===== src/rtl/sawa_pkg.sv =====
// Shared types and constants for the stop-and-wait ARQ sender.
`default_nettype none
package sawa_pkg;

  localparam int unsigned HeaderBytesDef = 8;
  localparam int unsigned PayloadMaxDef  = 512;

  localparam int unsigned CfgDataW  = 16;
  localparam int unsigned CfgIndexW = 2;

  localparam logic [CfgIndexW-1:0] REG_MAX_RESENDS    = 2'd0;
  localparam logic [CfgIndexW-1:0] REG_TIMEOUT_TICKS  = 2'd1;
  localparam logic [CfgIndexW-1:0] REG_DATA_TYPE_CODE = 2'd2;
  localparam logic [CfgIndexW-1:0] REG_ACK_TYPE_CODE  = 2'd3;

  localparam logic [1:0] CMD_START  = 2'd0;
  localparam logic [1:0] CMD_REPORT = 2'd1;
  localparam logic [1:0] CMD_ACK    = 2'd2;
  localparam logic [1:0] CMD_TICK   = 2'd3;

  localparam logic [1:0] ST_OK      = 2'd0;
  localparam logic [1:0] ST_GAVE_UP = 2'd1;
  localparam logic [1:0] ST_LINK    = 2'd2;

  localparam logic KIND_TX_REQUEST = 1'b0;
  localparam logic KIND_DONE       = 1'b1;

  typedef struct packed {
    logic [1:0]  command;
    logic [15:0] payload_length;
    logic [9:0]  sent_bytes;
    logic        link_error;
    logic [9:0]  ack_bytes;
    logic [7:0]  ack_kind;
    logic [7:0]  ack_number;
  } req_item_t;

  typedef struct packed {
    logic       result_kind;
    logic       tx_sequence;
    logic [7:0] tx_type;
    logic [9:0] tx_length;
    logic [1:0] status;
    logic [9:0] delivered_length;
  } res_item_t;

  // handshake between the decision logic and the output register
  typedef struct packed {
    logic      valid;
    res_item_t item;
  } res_slot_t;

endpackage
`default_nettype wire


===== src/rtl/sawa_ifs.sv =====
// Request and result channel interfaces.
`default_nettype none
interface sawa_req_if;
  logic        valid;
  logic        ready;
  logic [1:0]  command;
  logic [15:0] payload_length;
  logic [9:0]  sent_bytes;
  logic        link_error;
  logic [9:0]  ack_bytes;
  logic [7:0]  ack_kind;
  logic [7:0]  ack_number;

  modport source (output valid, command, payload_length, sent_bytes, link_error,
                  ack_bytes, ack_kind, ack_number, input ready);
  modport sink (input valid, command, payload_length, sent_bytes, link_error,
                ack_bytes, ack_kind, ack_number, output ready);
endinterface

interface sawa_res_if;
  logic       valid;
  logic       ready;
  logic       result_kind;
  logic       tx_sequence;
  logic [7:0] tx_type;
  logic [9:0] tx_length;
  logic [1:0] status;
  logic [9:0] delivered_length;

  modport source (output valid, result_kind, tx_sequence, tx_type, tx_length, status,
                  delivered_length, input ready);
  modport sink (input valid, result_kind, tx_sequence, tx_type, tx_length, status,
                delivered_length, output ready);
endinterface
`default_nettype wire


===== src/rtl/sawa_in_reg.sv =====
// Input register: captures one request per cycle while not stalled.
`default_nettype none
module sawa_in_reg
  import sawa_pkg::*;
(
  input  wire        clk,
  input  wire        rst,
  sawa_req_if.sink   req,
  input  wire        advance,
  output logic       item_valid,
  output req_item_t  item
);

  assign req.ready = !item_valid || advance;

  always_ff @(posedge clk) begin
    if (rst) begin
      item_valid <= 1'b0;
    end else if (req.ready) begin
      item_valid <= req.valid;
    end
    if (req.valid && req.ready) begin
      item.command        <= req.command;
      item.payload_length <= req.payload_length;
      item.sent_bytes     <= req.sent_bytes;
      item.link_error     <= req.link_error;
      item.ack_bytes      <= req.ack_bytes;
      item.ack_kind       <= req.ack_kind;
      item.ack_number     <= req.ack_number;
    end
  end

endmodule
`default_nettype wire


===== src/rtl/sawa_core.sv =====
// Protocol state and per-request decision logic.
`default_nettype none
module sawa_core
  import sawa_pkg::*;
#(
  parameter int unsigned HEADER_BYTES = HeaderBytesDef,
  parameter int unsigned PAYLOAD_MAX  = PayloadMaxDef
) (
  input  wire                  clk,
  input  wire                  rst,
  input  wire                  cfg_write,
  input  wire [CfgIndexW-1:0]  cfg_index,
  input  wire [CfgDataW-1:0]   cfg_data,
  input  wire req_item_t       item,
  input  wire                  advance,
  output res_slot_t            res
);

  typedef enum logic [1:0] {PH_IDLE, PH_REPORT, PH_ACK} phase_t;

  localparam logic [15:0] PayloadMax  = 16'(PAYLOAD_MAX);
  localparam logic [10:0] HeaderWide  = 11'(HEADER_BYTES);
  localparam logic [9:0]  HeaderBytes = 10'(HEADER_BYTES);
  localparam logic [10:0] FrameCap    = 11'd1023;

  logic [7:0]  max_resends;
  logic [15:0] timeout_ticks;
  logic [7:0]  data_type_code;
  logic [7:0]  ack_type_code;

  phase_t      phase, phase_next;
  logic        sequence_bit, sequence_bit_next;
  logic [7:0]  resend_count, resend_count_next;
  logic [15:0] wait_timer, wait_timer_next;
  logic [9:0]  frame_length, frame_length_next;
  logic [9:0]  payload_sent, payload_sent_next;

  logic [15:0] body;
  logic [10:0] total;
  logic [9:0]  clipped;
  logic        ack_good;

  always_comb begin
    body     = (item.payload_length < PayloadMax) ? item.payload_length : PayloadMax;
    total    = HeaderWide + body[10:0];
    clipped  = (total > FrameCap) ? 10'(FrameCap) : total[9:0];
    ack_good = (item.ack_bytes >= HeaderBytes) && (item.ack_kind == ack_type_code)
               && (item.ack_number == {7'd0, sequence_bit});

    phase_next        = phase;
    sequence_bit_next = sequence_bit;
    resend_count_next = resend_count;
    wait_timer_next   = wait_timer;
    frame_length_next = frame_length;
    payload_sent_next = payload_sent;
    res               = '0;

    case (item.command)
      CMD_START: begin
        if (phase == PH_IDLE) begin
          frame_length_next = clipped;
          resend_count_next = '0;
          phase_next        = PH_REPORT;
          res.valid         = 1'b1;
          res.item.result_kind = KIND_TX_REQUEST;
          res.item.tx_sequence = sequence_bit;
          res.item.tx_type     = data_type_code;
          res.item.tx_length   = clipped;
        end
      end
      CMD_REPORT: begin
        if (phase == PH_REPORT) begin
          if (item.link_error) begin
            phase_next           = PH_IDLE;
            res.valid            = 1'b1;
            res.item.result_kind = KIND_DONE;
            res.item.status      = ST_LINK;
          end else begin
            payload_sent_next = (item.sent_bytes >= HeaderBytes)
                                ? item.sent_bytes - HeaderBytes : '0;
            wait_timer_next   = timeout_ticks;
            phase_next        = PH_ACK;
          end
        end
      end
      CMD_ACK: begin
        if (phase == PH_ACK) begin
          res.valid = 1'b1;
          if (item.link_error) begin
            phase_next           = PH_IDLE;
            res.item.result_kind = KIND_DONE;
            res.item.status      = ST_LINK;
          end else if (ack_good) begin
            sequence_bit_next         = !sequence_bit;
            phase_next                = PH_IDLE;
            res.item.result_kind      = KIND_DONE;
            res.item.status           = ST_OK;
            res.item.delivered_length = payload_sent;
          end else begin
            phase_next           = PH_REPORT;
            res.item.result_kind = KIND_TX_REQUEST;
            res.item.tx_sequence = sequence_bit;
            res.item.tx_type     = data_type_code;
            res.item.tx_length   = frame_length;
          end
        end
      end
      CMD_TICK: begin
        if (phase == PH_ACK) begin
          if (wait_timer > 16'd1) begin
            wait_timer_next = wait_timer - 16'd1;
          end else begin
            wait_timer_next = '0;
            res.valid       = 1'b1;
            if (resend_count >= max_resends) begin
              phase_next           = PH_IDLE;
              res.item.result_kind = KIND_DONE;
              res.item.status      = ST_GAVE_UP;
            end else begin
              resend_count_next    = resend_count + 8'd1;
              phase_next           = PH_REPORT;
              res.item.result_kind = KIND_TX_REQUEST;
              res.item.tx_sequence = sequence_bit;
              res.item.tx_type     = data_type_code;
              res.item.tx_length   = frame_length;
            end
          end
        end
      end
      default: begin
      end
    endcase
  end

  always_ff @(posedge clk) begin
    if (rst) begin
      max_resends    <= 8'd3;
      timeout_ticks  <= 16'd100;
      data_type_code <= 8'd0;
      ack_type_code  <= 8'd1;
      phase          <= PH_IDLE;
      sequence_bit   <= 1'b0;
      resend_count   <= '0;
      wait_timer     <= '0;
      frame_length   <= '0;
      payload_sent   <= '0;
    end else begin
      if (cfg_write) begin
        case (cfg_index)
          REG_MAX_RESENDS:    max_resends    <= cfg_data[7:0];
          REG_TIMEOUT_TICKS:  timeout_ticks  <= cfg_data;
          REG_DATA_TYPE_CODE: data_type_code <= cfg_data[7:0];
          REG_ACK_TYPE_CODE:  ack_type_code  <= cfg_data[7:0];
          default: begin
          end
        endcase
      end
      if (advance) begin
        phase        <= phase_next;
        sequence_bit <= sequence_bit_next;
        resend_count <= resend_count_next;
        wait_timer   <= wait_timer_next;
        frame_length <= frame_length_next;
        payload_sent <= payload_sent_next;
      end
    end
  end

endmodule
`default_nettype wire


===== src/rtl/sawa_out_reg.sv =====
// Result register driving the result channel.
`default_nettype none
module sawa_out_reg
  import sawa_pkg::*;
(
  input  wire             clk,
  input  wire             rst,
  input  wire res_slot_t  res,
  input  wire             advance,
  output logic            free,
  sawa_res_if.source      rsp
);

  res_item_t held;

  assign free = !rsp.valid || rsp.ready;

  always_ff @(posedge clk) begin
    if (rst) begin
      rsp.valid <= 1'b0;
    end else if (free) begin
      rsp.valid <= advance && res.valid;
    end
    if (free && advance && res.valid) begin
      held <= res.item;
    end
  end

  assign rsp.result_kind      = held.result_kind;
  assign rsp.tx_sequence      = held.tx_sequence;
  assign rsp.tx_type          = held.tx_type;
  assign rsp.tx_length        = held.tx_length;
  assign rsp.status           = held.status;
  assign rsp.delivered_length = held.delivered_length;

endmodule
`default_nettype wire


===== src/rtl/stop_and_wait_arq_sender_unit.sv =====
// Stop-and-wait ARQ sender (alternating bit), top level.
//
// Requests arrive on the req channel (valid/ready): start, transmit report,
// acknowledgement arrived or timer tick. Each request may produce one result
// on the rsp channel: a transmit request for the link or a send completion.
// Registers are written through cfg_write/cfg_index/cfg_data, by the user only
// while idle; the block itself does not enforce this.
//
// A request is taken into an input register, decided against the protocol
// state once the output register is free, and its result (if any) lands in
// the output register. One request per cycle is sustained while rsp does not
// stall; a single pass of compare and update logic lies between the registers.
//
// When rsp stalls, the output register holds its result and the input register
// keeps its request; req.ready drops once both are occupied, and resumes as
// soon as rsp takes the pending result.
// Synchronous reset clears both registers' valid flags, the protocol state
// (idle, sequence bit 0) and restores the register defaults.
`default_nettype none
module stop_and_wait_arq_sender_unit
  import sawa_pkg::*;
#(
  parameter int unsigned HEADER_BYTES = HeaderBytesDef,
  parameter int unsigned PAYLOAD_MAX  = PayloadMaxDef
) (
  input  wire                 clk,
  input  wire                 rst,
  input  wire                 cfg_write,
  input  wire [CfgIndexW-1:0] cfg_index,
  input  wire [CfgDataW-1:0]  cfg_data,
  sawa_req_if.sink            req,
  sawa_res_if.source          rsp
);

  logic      item_valid;
  req_item_t item;
  res_slot_t res;
  logic      out_free;
  logic      advance;

  assign advance = item_valid && out_free;

  sawa_in_reg u_in_reg (
    .clk        (clk),
    .rst        (rst),
    .req        (req),
    .advance    (advance),
    .item_valid (item_valid),
    .item       (item)
  );

  sawa_core #(
    .HEADER_BYTES (HEADER_BYTES),
    .PAYLOAD_MAX  (PAYLOAD_MAX)
  ) u_core (
    .clk       (clk),
    .rst       (rst),
    .cfg_write (cfg_write),
    .cfg_index (cfg_index),
    .cfg_data  (cfg_data),
    .item      (item),
    .advance   (advance),
    .res       (res)
  );

  sawa_out_reg u_out_reg (
    .clk     (clk),
    .rst     (rst),
    .res     (res),
    .advance (advance),
    .free    (out_free),
    .rsp     (rsp)
  );

endmodule
`default_nettype wire

===== src/flat_wrapper.sv =====
// flat-port wrapper written by rule: the top's interface ports become plain ports
module stop_and_wait_arq_sender_unit_flat import sawa_pkg::*;
#(
  parameter int unsigned HEADER_BYTES = HeaderBytesDef,
  parameter int unsigned PAYLOAD_MAX  = PayloadMaxDef
)
  (clk, rst, cfg_write, cfg_index, cfg_data, req_valid, req_command, req_payload_length, req_sent_bytes, req_link_error, req_ack_bytes, req_ack_kind, req_ack_number, req_ready, rsp_valid, rsp_result_kind, rsp_tx_sequence, rsp_tx_type, rsp_tx_length, rsp_status, rsp_delivered_length, rsp_ready);
  sawa_req_if req_i ();
  sawa_res_if rsp_i ();
  input  wire clk;
  input  wire rst;
  input  wire cfg_write;
  input  wire [CfgIndexW-1:0] cfg_index;
  input  wire [CfgDataW-1:0] cfg_data;
  input wire logic [$bits(req_i.valid)-1:0] req_valid;
  input wire logic [$bits(req_i.command)-1:0] req_command;
  input wire logic [$bits(req_i.payload_length)-1:0] req_payload_length;
  input wire logic [$bits(req_i.sent_bytes)-1:0] req_sent_bytes;
  input wire logic [$bits(req_i.link_error)-1:0] req_link_error;
  input wire logic [$bits(req_i.ack_bytes)-1:0] req_ack_bytes;
  input wire logic [$bits(req_i.ack_kind)-1:0] req_ack_kind;
  input wire logic [$bits(req_i.ack_number)-1:0] req_ack_number;
  output wire logic [$bits(req_i.ready)-1:0] req_ready;
  output wire logic [$bits(rsp_i.valid)-1:0] rsp_valid;
  output wire logic [$bits(rsp_i.result_kind)-1:0] rsp_result_kind;
  output wire logic [$bits(rsp_i.tx_sequence)-1:0] rsp_tx_sequence;
  output wire logic [$bits(rsp_i.tx_type)-1:0] rsp_tx_type;
  output wire logic [$bits(rsp_i.tx_length)-1:0] rsp_tx_length;
  output wire logic [$bits(rsp_i.status)-1:0] rsp_status;
  output wire logic [$bits(rsp_i.delivered_length)-1:0] rsp_delivered_length;
  input wire logic [$bits(rsp_i.ready)-1:0] rsp_ready;
  assign req_i.valid = req_valid;
  assign req_i.command = req_command;
  assign req_i.payload_length = req_payload_length;
  assign req_i.sent_bytes = req_sent_bytes;
  assign req_i.link_error = req_link_error;
  assign req_i.ack_bytes = req_ack_bytes;
  assign req_i.ack_kind = req_ack_kind;
  assign req_i.ack_number = req_ack_number;
  assign req_ready = req_i.ready;
  assign rsp_valid = rsp_i.valid;
  assign rsp_result_kind = rsp_i.result_kind;
  assign rsp_tx_sequence = rsp_i.tx_sequence;
  assign rsp_tx_type = rsp_i.tx_type;
  assign rsp_tx_length = rsp_i.tx_length;
  assign rsp_status = rsp_i.status;
  assign rsp_delivered_length = rsp_i.delivered_length;
  assign rsp_i.ready = rsp_ready;
  stop_and_wait_arq_sender_unit #(.HEADER_BYTES(HEADER_BYTES), .PAYLOAD_MAX(PAYLOAD_MAX)) u_core (.clk(clk), .rst(rst), .cfg_write(cfg_write), .cfg_index(cfg_index), .cfg_data(cfg_data), .req(req_i), .rsp(rsp_i));
endmodule

===== config.mk =====
export PLATFORM = sky130hd
export DESIGN_NAME = stop_and_wait_arq_sender_unit_flat
export DESIGN_NICKNAME = d
export VERILOG_FILES = /design/src/rtl/sawa_pkg.sv /design/src/rtl/sawa_ifs.sv /design/src/rtl/sawa_in_reg.sv /design/src/rtl/sawa_core.sv /design/src/rtl/sawa_out_reg.sv /design/src/rtl/stop_and_wait_arq_sender_unit.sv /design/src/flat_wrapper.sv
export SDC_FILE = /design/constraint.sdc
export NUM_CORES = 1
export LEC_CHECK = 0
export ABC_CLOCK_PERIOD_IN_PS = 2770
export BUFFER_PORTS_ARGS = -buffer_cell sky130_fd_sc_hd__clkbuf_2
export CAP_MARGIN = 20
export CORE_MARGIN = 4
export CORE_UTILIZATION = 57
export CTS_CLUSTER_DIAMETER = 80
export DETAILED_ROUTE_END_ITERATION = 8
export PLACE_DENSITY = 0.79
export REMOVE_ABC_BUFFERS = 1
export SKIP_LAST_GASP = 1
export SLEW_MARGIN = 5
export SYNTH_ARGS = -nofsm -noshare
export SYNTH_HDL_FRONTEND = slang
export SYNTH_HIERARCHICAL = 1
export SYNTH_SLANG_ARGS = --single-unit

===== constraint.sdc =====
create_clock -name clk -period 2.77 [get_ports clk]
set_input_delay 0.4155 -clock clk [delete_from_list [all_inputs] [get_ports clk]]
set_output_delay 0.4155 -clock clk [all_outputs]
set_load 0.005 [all_outputs]

# [Yosys cells after proc, flatten, opt, wreduce, memory -nomap -nowiden]
# Cells that the tools add are included.
[word_totals] regBits=176 input_bits=78 out_inout_bits=34 elab_cells=128
[op_classes] addsub=4 n_lt_le_gt_ge=6 n_eq_ne=17 muxes=44 bitwise=4 reduce_logical=28
[op_table] cell="16-bit 2-to-1 mux" count=4
[op_table] cell="19-bit 2-to-1 mux" count=3
[op_table] cell="19-bit case mux with 3 select lines" count=1
[op_table] cell="23-bit 2-to-1 mux" count=2
[op_table] cell="10-bit 2-to-1 mux" count=4
[op_table] cell="33-bit 2-to-1 mux" count=1
[op_table] cell="8-bit 2-to-1 mux" count=4
[op_table] cell="16-bit case mux with 2 select lines" count=1
[op_table] cell="2-bit 2-to-1 mux" count=11
[op_table] cell="21-bit 2-to-1 mux" count=1
[op_table] cell="10-bit by 4-bit greater-or-equal comparator with 1-bit output, second input constant" count=2
[op_table] cell="16-bit by 1-bit > comparator with 1-bit output, second input constant" count=1
[op_table] cell="16-bit by 10-bit < comparator with 1-bit output, second input constant" count=1
[op_table] cell="2-bit case mux with 4 select lines" count=2
[op_table] cell="8-bit case mux with 2 select lines" count=1
[op_table] cell="16-bit by 1-bit subtractor with 16-bit output, second input constant" count=1
[op_table] cell="2-bit inequality test, second input constant" count=7
[op_table] cell="6-bit AND reduction" count=2
[op_table] cell="4-bit by 11-bit adder with 11-bit output, first input constant" count=1
[op_table] cell="11-bit by 10-bit > comparator with 1-bit output, second input constant" count=1
[op_table] cell="11-bit 2-to-1 mux" count=1
[op_table] cell="2-bit equality test, second input constant" count=5
[op_table] cell="5-bit AND reduction" count=2
[op_table] cell="10-bit by 4-bit subtractor with 10-bit output, second input constant" count=1
[op_table] cell="other kinds (17)" count=43

# [Depth between registers and ports, before layout]
# Gate-level depths: netlist of run 1.
[depth] word_depth=8 mapped_depth=10 ltp_nobuf=10

# [Modules after synthesis]
# The synthesis of run 1 kept the hierarchy.
[modules_own_cells] module="sawa_core" n_inst=1 cells_per_inst=584 area_per_inst_um2=4747.1 seq_area_each_um2=1741.7
[modules_own_cells] module="sawa_in_reg" n_inst=1 cells_per_inst=60 area_per_inst_um2=1706.6 seq_area_each_um2=1671.6
[modules_own_cells] module="sawa_out_reg" n_inst=1 cells_per_inst=37 area_per_inst_um2=1023.5 seq_area_each_um2=980.9
[modules_own_cells] module="stop_and_wait_arq_sender_unit" n_inst=1 cells_per_inst=1 area_per_inst_um2=6.3 seq_area_each_um2=0.0

# [Least setup slack after synthesis of run 1]
# No wires, ideal clock.
[synth_timing] path_kind="reg-to-reg" from="register u_core.u_core.wait_timer[10]" to="register u_core.u_out_reg.held (netlist bit u_core/u_out_reg/rsp.delivered_length[0]), enable pin" setup_ns=0.378 t_arrival_ns=2.121 t_required_ns=2.392 path_slack_ns=0.271 stages_incl_launch_ff=9 path_buffers=0 synth_period_minus_slack_ns=2.499 path_cell_list="dfxtp_1 > nor4_4 > and4_2 > nand2_1 > nand2_1 > a31oi_1 > o21ai_0 > nand2_2 > nor2b_4"
[synth_rtl] item="from (decl)" line="sawa_core.sv:34" rtl="logic [15:0] wait_timer, wait_timer_next;"
[synth_rtl] item="from (signal assigned)" line="sawa_core.sv:162" rtl="wait_timer <= wait_timer_next;"
[synth_rtl] item="to (signal assigned)" line="sawa_out_reg.sv:25" rtl="held <= res.item;"
[synth_rtl] item="to (decl)" line="sawa_out_reg.sv:14" rtl="res_item_t held;"

==> results of run 1 <==
[layout by cell type, fill, tap and decap left out, drive strengths merged, types with 18 or more instances in the layout]
cell type and instances:
nand2 80, o21ai 24, nand3 21, a21oi 54, dfxtp 89, edfxtp 84
and2 21, nor3 18, buf 22, inv 29, nor2 53, clkbuf 125
[state kept, by name (all words and copies together), names as in the netlist, 10 cells and up]
name / count
u_core/u_in_reg/item: 52
u_core/u_core/wait_timer: 16
u_core/u_out_reg/rsp.tx_length: 10
u_core/u_core/payload_sent: 10
u_core/u_core/timeout_ticks: 16
u_core/u_out_reg/rsp.delivered_length: 10
u_core/u_core/frame_length: 10
[cell type report]
cell class	instances	area share, %
repair buffers	130	8.43
flip-flops and latches	173	48.8
multi-input cells	450	32.7
clock buffers	17	4.82
clock inverters	15	1.82
inverters	24	1.02
well taps	172	2.44
[worst reg2reg max path: stages (launching register included)]
cell and delay (ns):
dfxtp_1 0.38, inv_1 0.10, ha_1 0.28, nand2b_4 0.15
a2111oi_4 0.37, o211ai_1 0.22, a21oi_1 0.32, o2bb2ai_4 0.28
buf_4 0.22, o2bb2ai_1 0.11
[report_power, final]
group | internal, mW | switching, mW
Sequential | 2.78 | 0.0493
Clock | 1.34 | 0.988
Combinational | 0.138 | 0.185
Total | 4.26 | 1.22
[what timing repair did]
| action | 4_1_cts | 5_1_grt |
|---|---|---|
| hold buffers | 0 | 0 |
| endpoints found under the setup margin | 0 | 3 |
| endpoints found under the hold margin | 0 | 0 |
| resized for setup | 0 | 1 |
[metal layers]
metal / share of wire (%) / GRT usage [%] / routed length (um)
met4: 2.8 / 10.4 / 449
met5: 0 / 0 / 0
met1: 41 / 26.6 / 6530
met2: 50 / 37.6 / 8050
met3: 6.2 / 5.57 / 985
[stage by stage]
| stage | power (mW) | utilization [%] | cells | cell area [sq um] |
|---|---|---|---|---|
| after CTS | 5.52 | 69.5 | 981 | 8810 |
| after floorplan | 3.03 | - | 647 | 7260 |
| after global placement | 3.19 | 64.9 | 949 | 8220 |
| after detailed placement | 3.20 | 64.9 | 949 | 8220 |
| final | 5.48 | 69.6 | 981 | 8820 |
| after global routing | 5.68 | 69.6 | 981 | 8820 |
[path summary, 6_finish.rpt]
path,start,cells after the start,endpoint,slack (ns)
setup / recovery,u_core/u_core/resend_count[0],9,u_core/u_out_reg/rsp.tx_length[5],0.21
hold / removal,req_ack_number[2],1,u_core/u_in_reg/item[2],0.16
setup reg to reg,u_core/u_core/resend_count[0],9,u_core/u_out_reg/rsp.tx_length[5],0.21
hold reg to reg,u_core/u_core/payload_sent[3],2,u_core/u_core/payload_sent[3],0.45
==> flow_summary.ini, run 1 <==
[status]
status = finished clean

[drt]
drc = 0
firstDrtPassIters = 5
detail-route-antenna-nets = 0
wl_per_cell_um = 16.3
drt_iter0_markers = 331
wirelength_um = 16000
vias_per_cell = 5.68
num_vias = 5572

[global_route]
grt_pass1_vias = 5521
antenna_found_initial = 0
grt_pass1_wl_um = 25800
grt_overflow = 0
grt_start_max_net_pins = 66
grt.total_usage_pct = 22.2

[clock_tree]
clk_path_buf_depth = 2
cts_htree_levels = 4
clock_latency_ns = 0.42
cts_tree = yes
cts_root_buf = clkbuf_16
cts_buffers = 17
cts.sinks = 173
post_cts_buffers = 0
clk_pin_slew_worst_paths_ns = 0.06

[critical_path]
criticalPathCategory = register to register
start_kind = register
critPathTopFamily = compound AO/OA/AOI/OAI gates
slowest_delay_ns = 0.38
endpoint_kind = register
crit_slowest_cell = dfxtp_1
crit_path_cell_trace = inv_1 -> ha_1 -> nand2b_4 -> a2111oi_4 -> o211ai_1 -> a21oi_1 -> o2bb2ai_4 -> buf_4 -> o2bb2ai_1
critPathArrivalTime_ns = 2.83
path_buf_inv = 2
crit_fanout = 13
crit_required_ns = 3.04

[final_layout]
num-fill-cells = 912
nets = 888
drive_above_1_share_pct = 23.6
multi_input_area_sq_um = 2880
seqCellArea_sq_um = 4300
area_delta_synth_final_pct = 19.3
antenna_cells = 0

[sta]
period_needed_ns = 2.56
clock_skew_ns = 0.0133
rsz0062_at_grt = no
fin_tns_setup_ns = 0
slew_headroom_pct = 52.4
whs_ns = 0.161
fin_ws_ns = 0.211
tightestPinTransition_ns = 0.712
setup_viol = 0
finalMaxSlewViolations = 0
clock.fmax_mhz = 391
finalHoldViolCount = 0
min_period_over_period_pct = 92.4

[place]
place_hpwl_um = 11600
place_ws_ns = 0.203
port_buffers = 108
gp_congestion = 0.832

[run]
maxCapViolCount = 0

[logic_synthesis]
synth_area_sq_um = 7390
syn_area_per_cell_sq_um = 10.9
synthCells = 679
yosys_warnings = 6

[die]
die_area_sq_um = 14900
die_w_um = 122
ioPinCount = 112
die_h_um = 122
initial_core_util_pct = 58.3
rows = 41
core_area_sq_um = 12700

[pwr]
power_leakage_nw = 3.37
ir_drop_mv = 0.554
powerDensity_nw_per_um2 = 621

[min_path]
hold_path_class = primary input to register
No activity file was read; power rests on OpenSTA's default activity.
==> inputs of run 2 (changes only) <==
--- a/config.mk
+++ b/config.mk
@@ -7,7 +7,6 @@
 export LEC_CHECK = 0
 export ABC_CLOCK_PERIOD_IN_PS = 2770
 export BUFFER_PORTS_ARGS = -buffer_cell sky130_fd_sc_hd__clkbuf_2
-export CAP_MARGIN = 20
 export CORE_MARGIN = 4
 export CORE_UTILIZATION = 57
 export CTS_CLUSTER_DIAMETER = 80
@@ -15,7 +14,6 @@
 export PLACE_DENSITY = 0.79
 export REMOVE_ABC_BUFFERS = 1
 export SKIP_LAST_GASP = 1
-export SLEW_MARGIN = 5
 export SYNTH_ARGS = -nofsm -noshare
 export SYNTH_HDL_FRONTEND = slang
 export SYNTH_HIERARCHICAL = 1
==> constraint.sdc (replaced) <==
create_clock -name clk -period 2.77 [get_ports clk]
set_input_delay 0.277 -clock clk [delete_from_list [all_inputs] [get_ports clk]]
set_output_delay 0.277 -clock clk [all_outputs]
set_load 0.005 [all_outputs]
==> run 2 against run 1 <==
  * Critical path depth down 1
  * Total power down 0.64%
  * Routed wire length up 0.16%
  * Final area down 0.24%
  * Final cell count down 0.10%
  * Die area unchanged
  * Clock power down 2%
  * Global-route usage up 0.35 points
  * Sequential share of layout area up 0.12 points
  * Critical endpoint is now u_core/u_out_reg/rsp.tx_length[9]
  * Fmax up 2.3%
  * Non-clock buffer count down 1
  * Worst setup slack better by 0.058 ns
==> flow_summary.ini, run 2 (same netlist as run 1, synthesis figures left out) <==
[sta]
slew_headroom_pct = 52.1
clock_skew_ns = 0.00708
min_period_over_period_pct = 90.3
finalMaxSlewViolations = 0
fin_tns_setup_ns = 0
clock.fmax_mhz = 400
rsz0062_at_grt = no
setup_viol = 0
period_needed_ns = 2.50
tightestPinTransition_ns = 0.717
finalHoldViolCount = 0
fin_ws_ns = 0.269

[clock_tree]
clock_latency_ns = 0.43
cts_htree_levels = 4
cts_root_buf = clkbuf_16
clk_path_buf_depth = 2
cts_tree = yes
clk_pin_slew_worst_paths_ns = 0.07
hold_buffers = 0
cts.sinks = 173
post_cts_buffers = 0
cts_buffers = 17
post_cts_resized = 0

[final_layout]
largest_reg_flops = 52
area_delta_synth_final_pct = 19.0
num-fill-cells = 958
final_cell_mix = clkbuf_2 (108), dfxtp_1 (89), edfxtp_1 (84)
top_register = u_core/u_in_reg/item
reg.largest.list = u_core/u_in_reg/item x52, u_core/u_core/timeout_ticks x16, u_core/u_core/wait_timer x16
antenna_cells = 0
nets = 887
final_common_cell = clkbuf_2
drive_above_1_share_pct = 23.3

[critical_path]
path_buf_inv = 1
critPathArrivalTime_ns = 2.80
start_kind = register
endpoint = u_core/u_out_reg/rsp.tx_length[9]
crit_start = u_core/u_in_reg/item[49]
rr_endpoint = u_core/u_out_reg/rsp.tx_length[9]
criticalPathCategory = register to register
crit_required_ns = 3.06
crit_path_cell_trace = or4_1 -> nor4_2 -> nand2_1 -> inv_1 -> ha_1 -> nand3_1 -> o21ai_0 -> a22o_1
crit_slowest_cell = or4_1
critical_path_depth = 8
crit_fanout = 6
reg2regPathDepth = 8
slowest_delay_ns = 0.55
r2r_slack_ns = 0.27
r2r_start = u_core/u_in_reg/item[49]
endpoint_kind = register
critPathTopFamily = simple AND/OR/NAND/NOR gates

[place]
gp_congestion = 0.851
place_ws_ns = 0.363
port_buffers = 108
place_hpwl_um = 11600

[global_route]
grt_overflow = 0
grt_pass1_vias = 5539
grt_start_max_net_pins = 46
grt.total_usage_pct = 22.6
antenna_found_initial = 0
grt_pass1_wl_um = 26200

[die]
core_area_sq_um = 12700
die_h_um = 122
rows = 41
ioPinCount = 112
die_area_sq_um = 14900
die_w_um = 122
initial_core_util_pct = 58.3

[drt]
drt_iter0_markers = 391
drc = 0
wl_per_cell_um = 16.4
detail-route-antenna-nets = 0
firstDrtPassIters = 7
wirelength_um = 16000
vias_per_cell = 5.65
num_vias = 5533

[pwr]
ir_drop_mv = 0.584
power_leakage_nw = 3.35
powerDensity_nw_per_um2 = 619

[run]
maxCapViolCount = 0

[status]
status = finished clean

[min_path]
hold_path_class = primary input to register
run 2: cell count changes in the layout (fill, tap and decap cells not counted), sizes merged:
cell / previous run / this run
buf: 22 / 21
clkbuf: 125 / 127
clkinv: 8 / 6
clkinvlp: 0 / 1
inv: 29 / 28
run 2: area by class of cell:
cell class	instances	area, sq um	area share, %
repair buffers	129	748	8.50
multi-input cells	450	2870	32.6
flip-flops and latches	173	4300	48.9
clock buffers	19	433	4.92
clock inverters	13	139	1.58
inverters	24	90.1	1.02
well taps	172	215	2.45
run 2: power by group:
part | internal [mW] | switching, mW
Combinational | 0.139 | 0.186
Clock | 1.33 | 0.961
Sequential | 2.78 | 0.0485
run 2: worst min-delay path by stage:
stage | slack, ns | to | startpoint | cells past startpoint
2_1_floorplan | 0.34 | u_core/u_in_reg/item_valid | rst | 1
5_1_grt | 0.007 | u_core/u_in_reg/item[21] | req_ack_bytes[5] | 1
3_5_place_dp | 0.44 | u_core/u_core/payload_sent[7] | u_core/u_core/payload_sent[7] | 2
4_1_cts | 0.009 | u_core/u_in_reg/item[54] | req_command[1] | 1
6_report | 0.02 | u_core/u_in_reg/item[54] | req_command[1] | 1
3_3_place_gp | 0.43 | u_core/u_core/payload_sent[4] | u_core/u_core/payload_sent[4] | 2
run 2: per-stage QoR:
| stage | hold slack, ns | area, sq um | utilization (%) | power [mW] | cells |
|---|---|---|---|---|---|
| after detailed placement | 0.437 | 8230 | 64.9 | 3.20 | 948 |
| final | 0.0214 | 8800 | 69.4 | 5.44 | 980 |
| after floorplan | 0.339 | 7260 | - | 3.03 | 647 |
| after global routing | 0.00695 | 8800 | 69.4 | 5.64 | 980 |
| after global placement | 0.430 | 8230 | 64.9 | 3.19 | 948 |
| after CTS | 0.00895 | 8800 | 69.4 | 5.48 | 980 |
run 2: layer usage:
layer	GRT usage, %	share of wire (%)
met1	27.1	40
met2	39.0	51
met3	5.34	6.6
met4	9.31	2.3
met5	0	0
==> inputs of run 3 (changes only) <==
--- a/config.mk
+++ b/config.mk
@@ -11,9 +11,11 @@
 export CORE_UTILIZATION = 57
 export CTS_CLUSTER_DIAMETER = 80
 export DETAILED_ROUTE_END_ITERATION = 8
+export MAX_ROUTING_LAYER = met4
 export PLACE_DENSITY = 0.79
 export REMOVE_ABC_BUFFERS = 1
 export SKIP_LAST_GASP = 1
+export SLEW_MARGIN = 10
 export SYNTH_ARGS = -nofsm -noshare
 export SYNTH_HDL_FRONTEND = slang
 export SYNTH_HIERARCHICAL = 1
==> run 3 against run 2 <==
  * Final area did not move
  * Sequential power barely moved
  * Critical path depth did not move
  * Sequential cell count did not move
  * Routed wire length fell by 0.25%
  * Clock skew barely moved
  * Global-route usage rose by 0.67 points
  * Sequential share of layout area did not move
  * Via count fell by 0.63%
  * Register-to-register slack barely moved
  * Die area did not move
  * Fmax barely moved
  * Critical endpoint unchanged
  * Largest cell class unchanged
  * Largest power group unchanged
==> flow_summary.ini, run 3 (same netlist as run 1, synthesis figures left out) <==
[status]
status = finished clean

[place]
port_buffers = 108
placed_area_sq_um = 8230
place_ws_ns = 0.363
gp_congestion = 0.864
place_hpwl_um = 11600
dp.cells = 948

[clock_tree]
cts_buffers = 17
clock_latency_ns = 0.42
clk_path_buf_depth = 2
post_cts_buffers = 0
cts_tree = yes
hold_buffers = 0
post_cts_resized = 0
clk_pin_slew_worst_paths_ns = 0.06
cts_htree_levels = 4
cts_root_buf = clkbuf_16
cts.sinks = 173

[final_layout]
top_register = u_core/u_in_reg/item
area_delta_synth_final_pct = 19.0
largest_reg_flops = 52
drive_above_1_share_pct = 23.3
fin_util_pct = 69.4
num-fill-cells = 958
nets = 887
final_cell_mix = clkbuf_2 (108), dfxtp_1 (89), edfxtp_1 (84)
reg.largest.list = u_core/u_in_reg/item x52, u_core/u_core/timeout_ticks x16, u_core/u_core/wait_timer x16
fin_cells = 980
antenna_cells = 0
post-route-cell-area_sq_um = 8800
final_common_cell = clkbuf_2

[drt]
vias_per_cell = 5.61
num_vias = 5498
wirelength_um = 16000
drt_iter0_markers = 402
wl_per_cell_um = 16.3
detail-route-antenna-nets = 0
firstDrtPassIters = 5
drc = 0

[sta]
slew_headroom_pct = 51.7
period_needed_ns = 2.50
clock.fmax_mhz = 400
min_period_over_period_pct = 90.2
fin_tns_setup_ns = 0
fin_ws_ns = 0.271
tightestPinTransition_ns = 0.723
rsz0062_at_grt = no
finalMaxSlewViolations = 0
clock_skew_ns = 0.00718
whs_ns = 0.0252
setup_viol = 0
finalHoldViolCount = 0

[pwr]
power_leakage_nw = 3.35
ir_drop_mv = 0.583
powerDensity_nw_per_um2 = 618
intPower_mw = 4.25
swShare_pct = 21.9
power.switching_mw = 1.19
p_clk_share_pct = 42.1
pwr-share-comb_pct = 6.0
p_seq_share_pct = 52.0
p_total_mw = 5.44

[die]
rows = 41
initial_core_util_pct = 58.3
die_w_um = 122
core_area_sq_um = 12700
die_area_sq_um = 14900
die_h_um = 122
ioPinCount = 112

[global_route]
grt_start_max_net_pins = 46
grt_pass1_wl_um = 26200
antenna_found_initial = 0
grt_pass1_vias = 5536
grt.total_usage_pct = 23.2
grt_overflow = 0

[critical_path]
crit_required_ns = 3.06
crit_fanout = 6
crit_slowest_cell = or4_1
criticalPathCategory = register to register
start_kind = register
endpoint_kind = register
critPathArrivalTime_ns = 2.79
slowest_delay_ns = 0.55
crit_path_cell_trace = or4_1 -> nor4_2 -> nand2_1 -> inv_1 -> ha_1 -> nand3_1 -> o21ai_0 -> a22o_1

[run]
maxCapViolCount = 0

[min_path]
hold_path_class = primary input to register
## run 3: cell counts in the layout (fill, tap and decap cells not counted)
No cell type changed its count.
## run 3: cell type report
| type | instances | area, sq um | area share (%) |
|---|---|---|---|
| Clock buffer | 19 | 433 | 4.92 |
| Multi-Input combinational cell | 450 | 2870 | 32.6 |
| Sequential cell | 173 | 4300 | 48.9 |
| Clock inverter | 13 | 139 | 1.58 |
| Timing Repair Buffer | 129 | 748 | 8.50 |
| Inverter | 24 | 90.1 | 1.02 |
| Tap cell | 172 | 215 | 2.45 |
## run 3: worst max-delay path: cells and delay by family (launching register included)
kind | cells | cell delay [ns]
adder cells (fa/ha/maj) | 1 | 0.19
AND/OR/NAND/NOR | 4 | 1.22
AO/OA/AOI/OAI | 2 | 0.50
flip-flops | 1 | 0.35
buffers and inverters | 1 | 0.12
## run 3: power by group through the flow
stage	Clock [mW]	Combinational, mW	Sequential [mW]
6_report	2.29	0.325	2.83
3_5_place_dp	0	0.324	2.88
4_1_cts	2.33	0.326	2.83
5_1_grt	2.45	0.359	2.83
2_1_floorplan	0	0.164	2.87
3_3_place_gp	0	0.313	2.88
## run 3: per-layer routing
layer  global-route usage (%)  share of wire [%]
met5                        -                  0
met4                     9.31                2.2
met3                     5.06                5.5
met2                     39.0                 51
met1                     27.3                 41
## run 3: worst paths after layout
path / start / slack, ns / cells past startpoint / to
worst max-delay path: u_core/u_in_reg/item[49] / 0.27 / 8 / u_core/u_out_reg/rsp.tx_length[9]
worst min-delay path: req_sent_bytes[6] / 0.03 / 1 / u_core/u_in_reg/item[33]
worst max register to register: u_core/u_in_reg/item[49] / 0.27 / 8 / u_core/u_out_reg/rsp.tx_length[9]
worst min register to register: u_core/u_core/payload_sent[7] / 0.44 / 2 / u_core/u_core/payload_sent[7]
